## src/design/mtcd_pkg.sv

```systemverilog
// shared constants and types of the moving average trend cross detector
`default_nettype none

package mtcd_pkg;

   localparam int WINDOW      = 20;
   localparam int SAMPLE_BITS = 12;

   localparam int SAMPLE_IN_W = 12;
   localparam int SMP_W       = (SAMPLE_BITS < SAMPLE_IN_W) ? SAMPLE_BITS : SAMPLE_IN_W;
   localparam int SLOT_W      = $clog2(WINDOW);
   localparam int SUM_W       = $clog2(WINDOW * ((2 ** SMP_W) - 1) + 1);
   localparam int CFG_W       = 12;
   localparam int LIM_W       = CFG_W + 1 + $clog2(WINDOW + 1);
   localparam int CMP_W       = (LIM_W > SUM_W) ? LIM_W : SUM_W;
   localparam int SUM_OUT_W   = 17;
   localparam int REQ_DATA_W  = 16;
   localparam int RSP_DATA_W  = 24;
   localparam int CSR_ADDR_W  = 3;
   localparam int CSR_DATA_W  = 32;

   localparam logic [CFG_W-1:0] THRESHOLD_RESET = 12'd2600;
   localparam logic [CFG_W-1:0] MARGIN_RESET    = 12'd50;

   localparam logic [0:0] REG_THRESHOLD = 1'b0;
   localparam logic [0:0] REG_MARGIN    = 1'b1;

   typedef struct packed {
      logic [SUM_W-1:0] sum;
      logic [SMP_W-1:0] oldest;
      logic             ready;
   } win_type;

   typedef struct packed {
      logic [CFG_W-1:0] threshold;
      logic [CFG_W-1:0] margin;
   } cfg_type;

endpackage

`default_nettype wire

```

## src/design/mtcd_ram.sv

```systemverilog
// generic single write port ram with registered read
`default_nettype none

module mtcd_ram #(
   parameter int WIDTH = 12,
   parameter int DEPTH = 20
) (
   input  wire logic                     clock,
   input  wire logic                     wr_en,
   input  wire logic [$clog2(DEPTH)-1:0] wr_addr,
   input  wire logic [WIDTH-1:0]         wr_data,
   input  wire logic                     rd_en,
   input  wire logic [$clog2(DEPTH)-1:0] rd_addr,
   output logic      [WIDTH-1:0]         rd_data
);

   logic [WIDTH-1:0] mem [DEPTH];

   always_ff @(posedge clock) begin
      if (wr_en) begin
         mem[wr_addr] <= wr_data;
      end
      if (rd_en) begin
         rd_data <= mem[rd_addr];
      end
   end

endmodule

`default_nettype wire

```

## src/design/mtcd_window.sv

```systemverilog
// sample ring, running sum and fill tracking with oldest sample prefetch
`default_nettype none

module mtcd_window (
   input  wire logic                      clock,
   input  wire logic                      reset,
   input  wire logic                      accept,
   input  wire logic [mtcd_pkg::SMP_W-1:0] sample,
   input  wire logic                      advance,
   output logic                           stage_valid,
   output mtcd_pkg::win_type              stage
);

   logic [mtcd_pkg::SLOT_W-1:0] slot_ff, slot_in, slot_next;
   logic [mtcd_pkg::SLOT_W-1:0] fill_ff, fill_in;
   logic [mtcd_pkg::SUM_W-1:0]  sum_ff, sum_in;
   logic [mtcd_pkg::SMP_W-1:0]  oldest_ff, oldest_in;
   logic                        valid_ff, valid_in;
   logic [mtcd_pkg::SUM_W-1:0]  stage_sum_ff, stage_sum_in;
   logic                        stage_ready_ff, stage_ready_in;
   logic [mtcd_pkg::SMP_W-1:0]  rd_data;
   logic [mtcd_pkg::SMP_W-1:0]  stage_oldest;
   logic [mtcd_pkg::SMP_W-1:0]  old_val;
   logic                        ready_now;

   mtcd_ram #(
      .WIDTH (mtcd_pkg::SMP_W),
      .DEPTH (mtcd_pkg::WINDOW)
   ) u_ring (
      .clock   (clock),
      .wr_en   (accept),
      .wr_addr (slot_ff),
      .wr_data (sample),
      .rd_en   (accept),
      .rd_addr (slot_next),
      .rd_data (rd_data)
   );

   always_comb begin
      slot_next    = (slot_ff == mtcd_pkg::SLOT_W'(mtcd_pkg::WINDOW - 1)) ? '0
                                                                         : slot_ff + 1'b1;
      ready_now    = (fill_ff == mtcd_pkg::SLOT_W'(mtcd_pkg::WINDOW - 1));
      // slots not yet written are read as zero until the window has filled
      stage_oldest = stage_ready_ff ? rd_data : '0;
      old_val      = valid_ff ? stage_oldest : oldest_ff;

      slot_in        = slot_ff;
      fill_in        = fill_ff;
      sum_in         = sum_ff;
      stage_sum_in   = stage_sum_ff;
      stage_ready_in = stage_ready_ff;
      oldest_in      = oldest_ff;
      valid_in       = valid_ff;

      if (advance) begin
         oldest_in = stage_oldest;
         valid_in  = 1'b0;
      end
      if (accept) begin
         slot_in        = slot_next;
         fill_in        = ready_now ? fill_ff : fill_ff + 1'b1;
         sum_in         = sum_ff - mtcd_pkg::SUM_W'(old_val) + mtcd_pkg::SUM_W'(sample);
         stage_sum_in   = sum_in;
         stage_ready_in = ready_now;
         valid_in       = 1'b1;
      end
   end

   always_ff @(posedge clock) begin
      if (reset) begin
         slot_ff        <= '0;
         fill_ff        <= '0;
         sum_ff         <= '0;
         oldest_ff      <= '0;
         valid_ff       <= 1'b0;
         stage_ready_ff <= 1'b0;
      end else begin
         slot_ff        <= slot_in;
         fill_ff        <= fill_in;
         sum_ff         <= sum_in;
         oldest_ff      <= oldest_in;
         valid_ff       <= valid_in;
         stage_ready_ff <= stage_ready_in;
      end
   end

   always_ff @(posedge clock) begin
      stage_sum_ff <= stage_sum_in;
   end

   assign stage_valid   = valid_ff;
   assign stage.sum     = stage_sum_ff;
   assign stage.oldest  = stage_oldest;
   assign stage.ready   = stage_ready_ff;

endmodule

`default_nettype wire

```

## src/design/mtcd_decide.sv

```systemverilog
// trend and hysteresis crossing decision with result register
`default_nettype none

module mtcd_decide (
   input  wire logic                                clock,
   input  wire logic                                reset,
   input  wire logic                                stage_valid,
   input  wire mtcd_pkg::win_type                   stage,
   input  wire mtcd_pkg::cfg_type                   cfg,
   input  wire logic                                rsp_tready,
   output logic                                     out_free,
   output logic                                     rsp_tvalid,
   output logic      [mtcd_pkg::RSP_DATA_W-1:0]     rsp_tdata
);

   logic                              rsp_valid_ff, rsp_valid_in;
   logic [mtcd_pkg::RSP_DATA_W-1:0]   rsp_data_ff, rsp_data_in;
   logic                              last_trend_ff, last_trend_in;
   logic                              indicator_ff, indicator_in;
   logic [mtcd_pkg::CMP_W-1:0]        sum_w, prod, hi_lim, lo_lim;
   logic                              lo_ok, trend, change, up_cross, down_cross;
   logic                              advance;

   always_comb begin
      out_free = !rsp_valid_ff || rsp_tready;
      advance  = stage_valid && out_free;

      sum_w  = mtcd_pkg::CMP_W'(stage.sum);
      prod   = mtcd_pkg::CMP_W'(stage.oldest) * mtcd_pkg::CMP_W'(mtcd_pkg::WINDOW);
      hi_lim = (mtcd_pkg::CMP_W'(cfg.threshold) + mtcd_pkg::CMP_W'(cfg.margin))
               * mtcd_pkg::CMP_W'(mtcd_pkg::WINDOW);
      lo_ok  = cfg.threshold >= cfg.margin;
      lo_lim = mtcd_pkg::CMP_W'(cfg.threshold - cfg.margin)
               * mtcd_pkg::CMP_W'(mtcd_pkg::WINDOW);

      trend      = prod < sum_w;
      change     = stage.ready && (trend != last_trend_ff);
      up_cross   = change && trend && (sum_w > hi_lim);
      down_cross = change && !trend && lo_ok && (sum_w < lo_lim);

      last_trend_in = last_trend_ff;
      indicator_in  = indicator_ff;
      rsp_valid_in  = rsp_valid_ff;
      rsp_data_in   = rsp_data_ff;

      if (out_free) begin
         rsp_valid_in = 1'b0;
      end
      if (advance) begin
         if (change) begin
            last_trend_in = trend;
         end
         priority if (up_cross) begin
            indicator_in = 1'b0;
         end else if (down_cross) begin
            indicator_in = 1'b1;
         end
         rsp_valid_in = 1'b1;
         // window_sum, trend_up, up_cross, down_cross, indicator_level, window_ready
         rsp_data_in  = mtcd_pkg::RSP_DATA_W'({stage.ready, indicator_in, down_cross,
                                               up_cross, trend,
                                               mtcd_pkg::SUM_OUT_W'(stage.sum)});
      end
   end

   always_ff @(posedge clock) begin
      if (reset) begin
         rsp_valid_ff  <= 1'b0;
         last_trend_ff <= 1'b0;
         indicator_ff  <= 1'b0;
      end else begin
         rsp_valid_ff  <= rsp_valid_in;
         last_trend_ff <= last_trend_in;
         indicator_ff  <= indicator_in;
      end
   end

   always_ff @(posedge clock) begin
      rsp_data_ff <= rsp_data_in;
   end

   assign rsp_tvalid = rsp_valid_ff;
   assign rsp_tdata  = rsp_data_ff;

endmodule

`default_nettype wire

```

## src/design/moving_average_trend_cross_detector_unit.sv

```systemverilog
// top level of the moving average trend cross detector with register port
// throughput: one item per cycle while the result is not stalled, set by the
// ring ram with one write and one prefetch read per item, the oldest sample
// forwarded from the read stage
// reset: synchronous; clears sum, slot, fill count, trend and indicator and
// loads register defaults; unwritten ring slots read as zero by fill count
`default_nettype none

module moving_average_trend_cross_detector_unit (
   input  wire logic                              clock,
   input  wire logic                              reset,
   input  wire logic                              req_tvalid,
   output logic                                   req_tready,
   input  wire logic [mtcd_pkg::REQ_DATA_W-1:0]   req_tdata,   // sample
   output logic                                   rsp_tvalid,
   input  wire logic                              rsp_tready,
   // window_sum, trend_up, up_cross, down_cross, indicator_level, window_ready
   output logic      [mtcd_pkg::RSP_DATA_W-1:0]   rsp_tdata,
   input  wire logic                              csr_psel,
   input  wire logic                              csr_penable,
   input  wire logic                              csr_pwrite,
   input  wire logic [mtcd_pkg::CSR_ADDR_W-1:0]   csr_paddr,
   input  wire logic [mtcd_pkg::CSR_DATA_W-1:0]   csr_pwdata,
   output logic      [mtcd_pkg::CSR_DATA_W-1:0]   csr_prdata,
   output logic                                   csr_pready
);

   logic [mtcd_pkg::CFG_W-1:0] threshold_ff, threshold_in;
   logic [mtcd_pkg::CFG_W-1:0] margin_ff, margin_in;
   logic [0:0]                 reg_index;
   logic                       csr_write;
   logic                       accept, advance, out_free, stage_valid;
   mtcd_pkg::win_type          stage;
   mtcd_pkg::cfg_type          cfg;

   assign csr_pready = 1'b1;
   assign reg_index  = csr_paddr[2:2];
   assign csr_write  = csr_psel && csr_penable && csr_pwrite && csr_pready;

   always_comb begin
      threshold_in = threshold_ff;
      margin_in    = margin_ff;
      csr_prdata   = '0;
      if (csr_write) begin
         unique case (reg_index)
            mtcd_pkg::REG_THRESHOLD: threshold_in = csr_pwdata[mtcd_pkg::CFG_W-1:0];
            mtcd_pkg::REG_MARGIN:    margin_in    = csr_pwdata[mtcd_pkg::CFG_W-1:0];
            default:                 threshold_in = threshold_ff;
         endcase
      end
      unique case (reg_index)
         mtcd_pkg::REG_THRESHOLD: csr_prdata = mtcd_pkg::CSR_DATA_W'(threshold_ff);
         mtcd_pkg::REG_MARGIN:    csr_prdata = mtcd_pkg::CSR_DATA_W'(margin_ff);
         default:                 csr_prdata = '0;
      endcase
   end

   always_ff @(posedge clock) begin
      if (reset) begin
         threshold_ff <= mtcd_pkg::THRESHOLD_RESET;
         margin_ff    <= mtcd_pkg::MARGIN_RESET;
      end else begin
         threshold_ff <= threshold_in;
         margin_ff    <= margin_in;
      end
   end

   assign cfg.threshold = threshold_ff;
   assign cfg.margin    = margin_ff;

   assign req_tready = !stage_valid || out_free;
   assign accept     = req_tvalid && req_tready;
   assign advance    = stage_valid && out_free;

   mtcd_window u_window (
      .clock       (clock),
      .reset       (reset),
      .accept      (accept),
      .sample      (req_tdata[mtcd_pkg::SMP_W-1:0]),
      .advance     (advance),
      .stage_valid (stage_valid),
      .stage       (stage)
   );

   mtcd_decide u_decide (
      .clock       (clock),
      .reset       (reset),
      .stage_valid (stage_valid),
      .stage       (stage),
      .cfg         (cfg),
      .rsp_tready  (rsp_tready),
      .out_free    (out_free),
      .rsp_tvalid  (rsp_tvalid),
      .rsp_tdata   (rsp_tdata)
   );

endmodule

`default_nettype wire

```

## config.mk

```make
export PLATFORM = sky130hd
export DESIGN_NAME = moving_average_trend_cross_detector_unit
export DESIGN_NICKNAME = d
export VERILOG_FILES = /design/src/design/mtcd_pkg.sv /design/src/design/mtcd_ram.sv /design/src/design/mtcd_window.sv /design/src/design/mtcd_decide.sv /design/src/design/moving_average_trend_cross_detector_unit.sv
export SDC_FILE = /design/constraint.sdc
export NUM_CORES = 1
export LEC_CHECK = 0
export BUFFER_PORTS_ARGS = -buffer_cell sky130_fd_sc_hd__buf_4
export CAP_MARGIN = 20
export CORE_MARGIN = 10
export CORE_UTILIZATION = 40
export DETAILED_ROUTE_END_ITERATION = 10
export PLACE_DENSITY_LB_ADDON = 0.08
export SYNTH_ARGS = -nofsm -noshare
export SYNTH_HDL_FRONTEND = slang
export SYNTH_SLANG_ARGS = --single-unit
```

## constraint.sdc

```tcl
create_clock -name clock -period 8.6 [get_ports clock]
set_input_delay 1.72 -clock clock [delete_from_list [all_inputs] [get_ports clock]]
set_output_delay 1.72 -clock clock [all_outputs]
set_load 0.005 [all_outputs]
```

# Yosys cells after proc, flatten, opt, wreduce, memory -nomap -nowiden
# Memories as Yosys holds them, arrays and structs flattened. A register that Yosys moved wholly into a read port is not among the register bits.
# Cells that the tools add are included.
[totals]
mem_bits_ro = 0
n_memories = 1
ramBits = 240
latchBits = 0
regBits = 107
[memory_table]
columns = ["name", "depth", "word_bits", "read_ports", "rd_clocked_by_memory_dff", "wr", "line", "text"]
rows = [
  ["u_window.u_ring.mem", 20, 12, 1, 1, 1, "mtcd_ram.sv:17", "logic [WIDTH-1:0] mem [DEPTH];"],
]
[op_classes]
n_eq_ne = 3
shift = 0
n_reduce_logical = 21
n_mul = 3
n_div = 0
magnitude_cmp = 4
add_sub_neg = 6
n_mux = 12
bitwise_logic = 2
[op_table]
columns = ["cell", "n"]
rows = [
  ["one-hot mux 32 bit (2 select lines)", 1],
  ["multiplier 18 x 3 -> 16 bit, second input constant", 2],
  ["two-way mux 12 bit", 2],
  ["> comparator 17 x 18 -> 1 bit", 1],
  ["< comparator 17 x 18 -> 1 bit", 1],
  ["adder 17 x 12 -> 17 bit", 1],
  ["< comparator 17 bit", 1],
  ["subtractor 17 x 12 -> 17 bit", 1],
  ["multiplier 12 x 3 -> 15 bit, second input constant", 1],
  ["adder 12 x 12 -> 13 bit", 1],
  ["subtractor 12 x 12 -> 13 bit", 1],
  [">= comparator 12 bit", 1],
  ["adder 5 x 1 -> 5 bit, second input constant", 2],
  ["equality test 5 bit, second input constant", 2],
  ["logical AND 1 bit", 10],
  ["two-way mux 1 bit", 8],
  ["AND reduction 2 bit", 4],
  ["two-way mux 5 bit", 1],
  ["nonzero test 2 bit", 2],
  ["logical NOT 1 bit", 3],
  ["logical OR 1 bit", 2],
  ["NOT 1 bit", 2],
  ["inequality test 1 bit", 1],
]

# Depth between registers and ports, before layout
# Gate-level depths: netlist of run 1.
[logic_depth]
ltp_word = 10
depth_mapped = 27

# Hierarchy
# Synthesis of run 1 repeated with hierarchy kept, for this count alone.
[hier_totals]
hier_cells = 1566
area_unflattened_um2 = 19541.2
[modules_own_cells]
columns = ["module", "n_inst", "area_per_inst_um2", "seq_area_each_um2", "cells_per_inst"]
rows = [
  ["mtcd_ram", 1, 9688.0, 7567.3, 465],
  ["mtcd_decide", 1, 4839.6, 720.7, 584],
  ["mtcd_window", 1, 3663.5, 1331.3, 379],
  ["moving_average_trend_cross_detector_unit", 1, 1350.0, 480.5, 138],
]

# Worst setup path after synthesis of run 1
# Ideal clock, no wire load.
[synth_timing]
path_type = "reg-to-reg"
start = "reg margin_ff[2] in the netlist's numbering"
end = "reg u_decide.rsp_data_ff, in the netlist u_decide.rsp_tdata[18], data pin"
required_ns = 8.342
path_stages_with_launch = 24
arrival_ns = 4.597
period_less_slack_ns = 4.855
slack_ns = 3.745
setup_time_ns = 0.258
path_cell_list = "dfxtp_1 -> inv_1 -> ha_1 -> clkbuf_1 -> nor2_1 -> o311a_1 -> o21a_1 -> a21oi_1 -> xnor2_1 -> xor2_1 -> ha_1 -> nand3_1 -> nand2_1 -> a41o_1 -> o21ai_0 -> o21bai_1 -> a21oi_1 -> xor2_1 -> ha_1 -> a2111oi_0 -> o21ai_0 -> a311o_1 -> and3_1 -> and2_1"
[synth_between]
elab_chain_len = 4
[synth_rtl]
columns = ["item", "line", "text"]
rows = [
  ["from (decl)", "moving_average_trend_cross_detector_unit.sv:29", "logic [mtcd_pkg::CFG_W-1:0] margin_ff, margin_in;"],
  ["from (signal assigned)", "moving_average_trend_cross_detector_unit.sv:61", "margin_ff <= mtcd_pkg::MARGIN_RESET;"],
  ["from (signal assigned)", "moving_average_trend_cross_detector_unit.sv:64", "margin_ff <= margin_in;"],
  ["adder 12 x 12 -> 13 bit", "mtcd_decide.sv:30", "hi_lim = (mtcd_pkg::CMP_W'(cfg.threshold) + mtcd_pkg::CMP_W'(cfg.margin))"],
  ["multiplier 18 x 3 -> 16 bit", "mtcd_decide.sv:31", "* mtcd_pkg::CMP_W'(mtcd_pkg::WINDOW);"],
  ["> comparator 17 x 18 -> 1 bit", "mtcd_decide.sv:38", "up_cross = change && trend && (sum_w > hi_lim);"],
  ["logical AND 1 bit", "mtcd_decide.sv:38", ""],
  ["via u_decide.up_cross", "mtcd_decide.sv:21", "logic lo_ok, trend, change, up_cross, down_cross;"],
  ["to (signal assigned)", "mtcd_decide.sv:79", "rsp_data_ff <= rsp_data_in;"],
  ["to (decl)", "mtcd_decide.sv:17", "logic [mtcd_pkg::RSP_DATA_W-1:0] rsp_data_ff, rsp_data_in;"],
]
# The timed path passes the listed nets, and every way through them passes these cells.
# A chain may end at the register's enable or synchronous reset.

==> results of run 1 <==
-- area by class of cell --
type / count / area, µm²
multi-input combinational: 989 / 8250
clock inverter: 16 / 165
sequential: 359 / 10100
inverter: 138 / 518
timing repair buffer: 88 / 661
clock buffer: 53 / 1060
fill: 4267 / 26000
tap: 615 / 769
-- synthesized netlist by cell type, types with 3 or more instances --
master and count:
o31ai_1 4, and2_1 16, nor2_1 108, a21o_1 15, o211ai_1 12, nor2b_1 16
nand4_1 12, ha_1 145, o21ai_0 43, or3_1 12, a2111oi_0 6, nor3_1 26
o31a_1 4, xnor2_1 47, mux2_2 36, a211oi_1 5, o311a_1 3, nor4b_1 3
inv_1 136, o21a_1 12, o2111ai_1 4, clkbuf_1 34, and3_1 7, nand2_1 137
xor2_1 24, a31oi_1 13, nand3b_1 4, nor3b_1 4, a21oi_1 88, buf_1 8
mux4_2 72, mux2i_1 3, buf_4 28, a311oi_1 4, dfxtp_1 68, edfxtp_1 291
nand2b_1 9, nand3_1 16, o21bai_1 6, buf_2 3, a21boi_0 4, fa_1 17
-- power groups by stage --
stage	combinational [W]	sequential [W]	clock [W]
final	0.00142	0.00217	0.00162
after global routing	0.00163	0.00218	0.00174
after CTS	0.00143	0.00218	0.00167
after global placement	0.00140	0.00221	0
after floorplan	0.00108	0.00213	0
after detailed placement	0.00142	0.00221	0
-- worst min-delay path by stage --
stage,startpoint,to,cells after the start
2_1_floorplan,u_window.oldest_ff[0],u_window.oldest_ff[0],2
5_1_grt,u_window.oldest_ff[3],u_window.oldest_ff[3],2
6_report,u_window.oldest_ff[5],u_window.oldest_ff[5],2
3_3_place_gp,u_window.oldest_ff[3],u_window.oldest_ff[3],2
3_5_place_dp,u_window.oldest_ff[4],u_window.oldest_ff[4],2
4_1_cts,u_window.oldest_ff[4],u_window.oldest_ff[4],2
-- routing by layer --
metal  up-vias  wire (µm)  GRT usage
li1       5749          -          -
met1      5786      21200      0.208
met2       181      22000      0.271
met3        64       1480     0.0262
met4         0        926     0.0445
met5         -          0          0
-- cell families after synthesis --
logic type | Yosys count | synth area share
adders and majority gates | 162 | 0.113
xor gates and xnor gates | 72 | 0.0337
other | 2 | 0.000392
muxes | 111 | 0.107
buffers and inverters | 211 | 0.0471
and+or+nand+nor | 380 | 0.0913
DFF | 359 | 0.528
AOI/OAI and AO/OA | 241 | 0.0797
-- worst max-delay path, cell delays in order, from the launching register on --
cell and delay [ns]:
dfxtp_1 0.80, and2_1 0.37, ha_1 0.17, ha_1 0.16, inv_1 0.06, fa_1 0.40, nor2b_1 0.12, o21ai_0 0.09
a21boi_0 0.24, o21ai_0 0.14, a21oi_1 0.25, o21a_1 0.18, o211ai_1 0.11, ha_1 0.29, o21ai_0 0.10, a2111oi_0 0.70
o311a_1 0.30, a221oi_1 0.12, a2111oi_0 0.50, o31ai_1 0.23, a21oi_1 0.20
-- sequential cells by signal (all words and copies together) (netlist names), 5 cells and up --
| signal | cells |
|---|---|
| u_decide.rsp_tdata | 22 |
| u_window.stage_sum_ff | 17 |
| u_window.u_ring.rd_data | 12 |
| u_window.u_ring.mem | 240 |
| margin_ff | 12 |
| u_window.oldest_ff | 12 |
| u_window.sum_ff | 17 |
| threshold_ff | 12 |
| u_window.slot_ff | 5 |
| u_window.fill_ff | 5 |
-- per-stage QoR --
step                area [µm²]  total power (W)  hold slack, ns  utilization  std cells
floorplan                19200          0.00321           0.434            -       1559
global placement         20300          0.00361           0.439        0.427       2188
detailed placement       20300          0.00363           0.445        0.427       2188
CTS                      21500          0.00528           0.454        0.453       2257
global route             21500          0.00555           0.472        0.453       2258
finish                   21500          0.00521           0.452        0.453       2258
==> impl.org, run 1 <==
** GRT
- The via count of the first global-routing pass was roughly 12k.
- Wire length of the first global-routing pass :: 70.6 mm
- For this run, the total global-route usage over all layers was measured as 0.160.
- Global routing finished with a remaining overflow of 0.
- Pin count of the biggest net entering global routing :: 67
- The number of antenna violations at the first check in global routing is 0.

** Logic synthesis
- In the synthesized netlist, the number of instances is 1538.
- For this run, the number of Yosys warnings is 0.
- Post-synthesis instance area :: 19100 µm²
- Synth Area per Inst :: 12.4 µm²
- Of all flip-flops after synthesis, the portion carrying an async set or reset was 0.
- Of the synthesized area, sequential elements account for 0.528.
- Fraction of synthesized cell area taken by the top area cell type :: 0.457
- Number of unique standard cell types used by synthesis :: 69
- Largest area contributor in the synthesized netlist :: edfxtp_1
- The synthesized design contains just under 300 enable-type register cells.
- Among all flip-flop cells after synthesis, the most frequent one is edfxtp_1.
- By area the synthesized netlist is led by edfxtp_1, ha_1, mux4_2.
- #FFs+latches synth :: 359

** Place
- Once detailed placement completed, the half-perimeter wirelength came to 32.1 mm.
- OpenSTA, run right after detailed placement, puts the worst setup slack at 2.90 ns.
- Port Buffer Count :: 67
- At the end of routability-driven placement, the weighted congestion stood at around 0.82.

** Job
- The tool flagged a number of max-cap violations equal to 0.

** Timing
- At the pin with the least slew margin, the transition time is approximately 1 ns.
- Setup slack closes at 2.91 ns.
- Final critical path time including I/O delays and setup :: roughly 5.7 ns
- Based on the critical path, the design can be clocked at up to 176 MHz.
- Setup TNS :: 0 ns
- The number of hold-slack violations in the final timing report is 0.
- In the finished design, the share of the clock period the worst path needs comes to 0.662.
- Setup repair after global routing left no endpoint under its margin.
- Headroom to the max-slew limit :: 0.332
- For the final database, setup skew stands at 0.0177 ns.
- Slew Viols, Final :: 0
- Setup violations remaining at the end of the flow were counted as 0.

** Floorplanning
- Die Wd :: 239 µm
- The die is 239 µm tall.
- Total core area :: about 48000 µm²
- Starting Density :: 0.403
- The initialized floorplan defines 80 standard-cell rows.
- I/O pin total :: 117
- The floorplan step defined a die boundary enclosing approximately 57000 µm².

** Drt
- For this run, design rule violations remaining after detail routing come to 0.
- The routed layout has 11.8k vias.
- Summed over all layers, the routed wires come to 45.6 mm.
- Routed wirelength normalized by instance count :: about 20 µm
- In this run the remaining antenna-violating nets after routing total 0.
- The first detailed-routing pass ran for 5 iterations.
- Using the TritonRoute via totals, the vias-per-cell ratio works out to around 5.2.
- First-iteration detailed-routing DRC count :: 716

** Finish
- Fraction of final layout cells sized beyond drive strength 1 :: 0.164
- In the layout the commonest cells are edfxtp_1, ha_1, nand2_1.
- Antenna Cells :: 0
- Most frequent standard cell in the layout excluding fill and tap cells :: edfxtp_1
- At the end of the flow, the number of nets in the layout was ~1.8k.
- Area growth, synth to finish :: 12.5%

** Critical path
- In this run the worst path has a maximum fanout of 17.
- The most critical setup path has its endpoint at u_decide.rsp_tdata[20].
- The startpoint identified for the worst register-to-register timing path is u_window.stage_ready_ff.
- Critical Setup Path Class :: reg2reg
- STA puts the critical path data required time at 9.01 ns.
- Tracing the worst setup path back leads to its startpoint at u_window.stage_ready_ff.
- STA classifies the critical path endpoint as a register.
- In this run the critical register-to-register path is captured at u_decide.rsp_tdata[20].
- For the worst flop-to-flop path, the logic depth is 20.
- Data arrival, critical path :: 6.11 ns
- In this run the register-to-register setup slack is 2.91 ns.
- STA classifies the critical path startpoint as a register.

** Clock tree
- Number of clock buffers inserted by TritonCTS :: 40
- Hold repair after CTS inserted 0 buffers.
- Clock tree synthesis found a total of between 300 and 400 sinks.
- Cell at the root of the clock tree :: clkbuf_16
- Gates resized during post-CTS repair numbered 0.
- TritonCTS built the clock tree.
- Maximum clock insertion buffer count :: 3
- Post-CTS setup buffer count :: 0
- At the later pin of the worst-skew pair, clock insertion delay measures 0.58 ns.
- The H-tree generated during clock tree synthesis spans 2 levels.
- Clock transition at the registers of the reported paths :: 0.06 ns

** Status
- The run finished with clean final reports.

** Power and ir drop
- Part of the power in the clock network :: 0.310
- VDD sags by at most 0.000160 V.
- Cell internal power was estimated by the tool at 0.00358 W.
- Sequential power share :: 0.417
- Of the total power, combinational logic draws 0.273.
- Pleak :: 8.20 nW
- Switching power share of the total :: 0.312
- For this design the ratio of total power to cell area is 242 nW/µm².
- Switch Pwr :: 0.00163 W

** Worst hold path
- Worst min-delay path class :: reg2reg
(Power assumes the default switching activity.)
==> inputs of run 2 (changes only) <==
==> constraint.sdc (replaced) <==
create_clock -name clock -period 5.7 [get_ports clock]
set_input_delay 1.14 -clock clock [delete_from_list [all_inputs] [get_ports clock]]
set_output_delay 1.14 -clock clock [all_outputs]
set_load 0.005 [all_outputs]
==> run 2 against run 1 <==
  * Clock power rose by 57%
  * First-iteration DRC count up 4.5%
  * Worst hold slack better by 0.0014 ns
  * Global-route usage rose by 0.29 points
  * Core utilization is 0.39 points higher
  * Die area unchanged
==> impl.org, run 2 (synthesized netlist as in run 1, its figures left out) <==
** Finish
- Area growth, synth to finish :: 13.4%
- Multi-input combinational cell area :: 8280 µm² (+0.33%)
- The number of nets in the final layout was 1847 (+0.60%).
- Final Util :: 0.457 (+0.00392)
- The register area came to 10100 µm² (unchanged).
- Fillcell total :: 4310 (+1.0%)
- The top cell types in the final layout, fill and taps aside, are edfxtp_1, ha_1, nand2_1.
- Ranked by flip-flop count, first place goes to u_window.u_ring.mem.
- Most frequent standard cell in the layout excluding fill and tap cells :: edfxtp_1
- The number of flip-flops under the largest register name was 240 (unchanged).
- Fraction of final layout cells sized beyond drive strength 1 :: 0.174 (+0.0107)

** Floorplanning
- Cell Rows :: 80 (unchanged)
- I/O pin total :: 117 (unchanged)
- Starting Density :: 0.403 (unchanged)
- Die outline area :: 57000 µm² (unchanged)
- The area inside the core boundary is 47500 µm² (unchanged).
- Die Wd :: 239 µm (unchanged)
- Vert. Die Dim :: 239 µm (unchanged)

** Timing
- Min Hold Slack :: 0.453 ns (+0.00138 ns)
- Highest achievable clock rate :: 191 MHz (+8.5%)
- Setup TNS :: 0 ns (unchanged)
- The period utilization was 0.921 (+0.258).
- Count of endpoints failing setup in the final report :: 0 (unchanged)
- Final critical path time including I/O delays and setup :: 5.25 ns (-0.447 ns)
- The worst path setup slack after routing was 0.453 ns (-2.45 ns).
- The number of pins exceeding their max-slew limit in the final report came to 0 (unchanged).
- Least-Margin Pin Slew :: 1.01 ns (+0.00871 ns)
- The worst slew margin relative to its limit is 0.326 (-0.00562).
- The number of hold-slack violations in the final timing report was 0 (unchanged).
- RSZ-0062 raised after global routing :: no
- Final Skew :: 0.0135 ns (-0.00416 ns)

** GRT
- Overall Global Routing Usage :: 0.163 (+0.00293)
- The met3 demand-to-capacity share in global routing was 0.0273 (+0.00115).
- The global routing stage identified its most utilized layer as met2.
- Number of global-route vias before repair :: 11.8k (-3.1%)
- The number of antenna violations at the first check in global routing came to 0 (unchanged).
- The global-route met1 utilization is 0.218 (+0.00942).
- The met2 routing resource usage after global routing is 0.272 (+0.000866).
- The largest net degree at the start of global routing was 67 (unchanged).
- The wire length of the first global-routing pass is 71.3 mm (+1.0%).
- Total congestion overflow after global routing :: 0 (unchanged)

** Critical path
- Maximum fanout encountered on the critical timing path :: 9 (-8)
- STA classifies the critical path endpoint as a register.
- Cells along the critical path :: and2_1 > ha_1 > ha_1 > inv_1 > fa_1 > nor2b_1 > o21ai_0 > a21boi_0 > o21ai_0 > a21oi_1 > o21a_1 > o211ai_1 > ha_1 > o21ai_0 > a2111oi_0 > buf_4 > o311a_1 > a221oi_1 > a2111oi_0 > buf_4 > o31ai_1 > a21oi_1
- The largest individual stage delay along the critical path comes from the cell a221oi_1.
- The stage delay of the slowest cell on the critical path is 0.70 ns (-0.10 ns).
- Data arrival, critical path :: 5.55 ns (-0.56 ns)
- The critical path in this run is classified as reg2reg.
- The worst setup path is launched from a register.
- The critical path data required time came to 6.00 ns (-3.01 ns).

** Clock tree
- The number of buffers on the longest clock path is 3 (unchanged).
- The H-tree depth was 2 (unchanged).
- The tree is rooted in a clkbuf_16.
- Number of clock buffers inserted by TritonCTS :: 40 (unchanged)
- The clock insertion delay at the later pin of the skew report came to 0.57 ns (about the same).
- Clock transition at the registers of the reported paths :: 0.06 ns (about the same)
- CTS tree :: yes
- The number of clock sinks is 359 (unchanged).
- Cts-stage hold buffer count :: 0 (unchanged)

** Drt
- Vias :: 11.9k (+0.88%)
- The routed length per placed instance is 20.5 µm (+1.4%).
- Via count normalized by instance count :: 5.23 (+0.22%)
- The post-detailed-route count of antenna-violating nets came to 0 (unchanged).
- The DRC violations left was 0 (unchanged).
- The number of violations reported at the end of detailed-routing iteration 0 came to 748 (+4.5%).
- The total wirelength of the detailed-routed design is 46.6 mm (+2.1%).
- DR pass1 iterations :: 5 (unchanged)

** Status
- The run finished with clean final reports.

** Place
- The number of input and output port buffers inserted is 67 (unchanged).
- The worst slack after detailed placement came to 0.281 ns (-2.62 ns).
- The half-perimeter wire length after detailed placement was 32.5 mm (+1.2%).
- The routability congestion estimate was 0.811 (-1.1%).

** Power and ir drop
- The leakage power is 8.31 nW (+1.3%).
- Cell Pwr Density :: 367 nW/µm² (+52%)
- Highest ir drop seen on vdd :: 0.000242 V (+51%)

** Job
- Maxcap violations :: 0 (unchanged)

** Worst hold path
- The worst hold path belongs to the class reg2reg.
==> run 2: stage by stage <==
step	cell area (µm²)	total power (W)	std cells
floorplan	19200	0.00484	1559
global placement	20400	0.00546	2198
detailed placement	20400	0.00548	2198
CTS	21700	0.00806	2270
global route	21700	0.00846	2272
finish	21700	0.00797	2273
==> run 2: worst paths after layout <==
| check | start | to | slack [ns] | cells past startpoint |
|---|---|---|---|---|
| setup / recovery | u_window.stage_ready_ff | u_decide.rsp_tdata[20] | 0.45 | 22 |
| hold / removal | u_window.oldest_ff[3] | u_window.oldest_ff[3] | 0.45 | 2 |
| setup reg to reg | u_window.stage_ready_ff | u_decide.rsp_tdata[20] | 0.45 | 22 |
| hold reg to reg | u_window.oldest_ff[3] | u_window.oldest_ff[3] | 0.45 | 2 |
==> run 2: final cells by class <==
type / count / share of cell area
antenna: 1 / 0.000115
clock buffer: 47 / 0.0478
clock inverter: 25 / 0.0115
inverter: 138 / 0.0239
multi-input combinational: 989 / 0.381
sequential: 359 / 0.465
tap: 615 / 0.0354
timing repair buffer: 99 / 0.0348
==> run 2: per-layer routing <==
layer / wire length [µm] / vias up
met2: 22400 / 201
met5: 0 / -
met3: 1970 / 53
met1: 21400 / 5865
met4: 818 / 0
li1: - / 5765
==> run 2: repair_timing <==
action	in CTS	in global routing
buffers inserted	0	1
hold endpoints to repair	0	0
endpoints found under the setup margin	0	4
resized for setup	0	6
==> run 2: where the power goes <==
| group | switching (W) | leakage, nW | internal [W] | total (W) |
|---|---|---|---|---|
| Sequential | 0.000195 | 3.21 | 0.00307 | 0.00327 |
| Clock | 0.00109 | 0.628 | 0.00146 | 0.00254 |
| Combinational | 0.00120 | 4.48 | 0.000962 | 0.00216 |
==> run 2: worst max-delay path: cells and delay by family, from the launching register on <==
| kind | cells | cell delay (ns) |
|---|---|---|
| simple gates | 2 | 0.45 |
| compound gates | 13 | 2.65 |
| buf+inv | 3 | 0.40 |
| flops | 1 | 0.46 |
| fa+ha+maj | 4 | 1.02 |
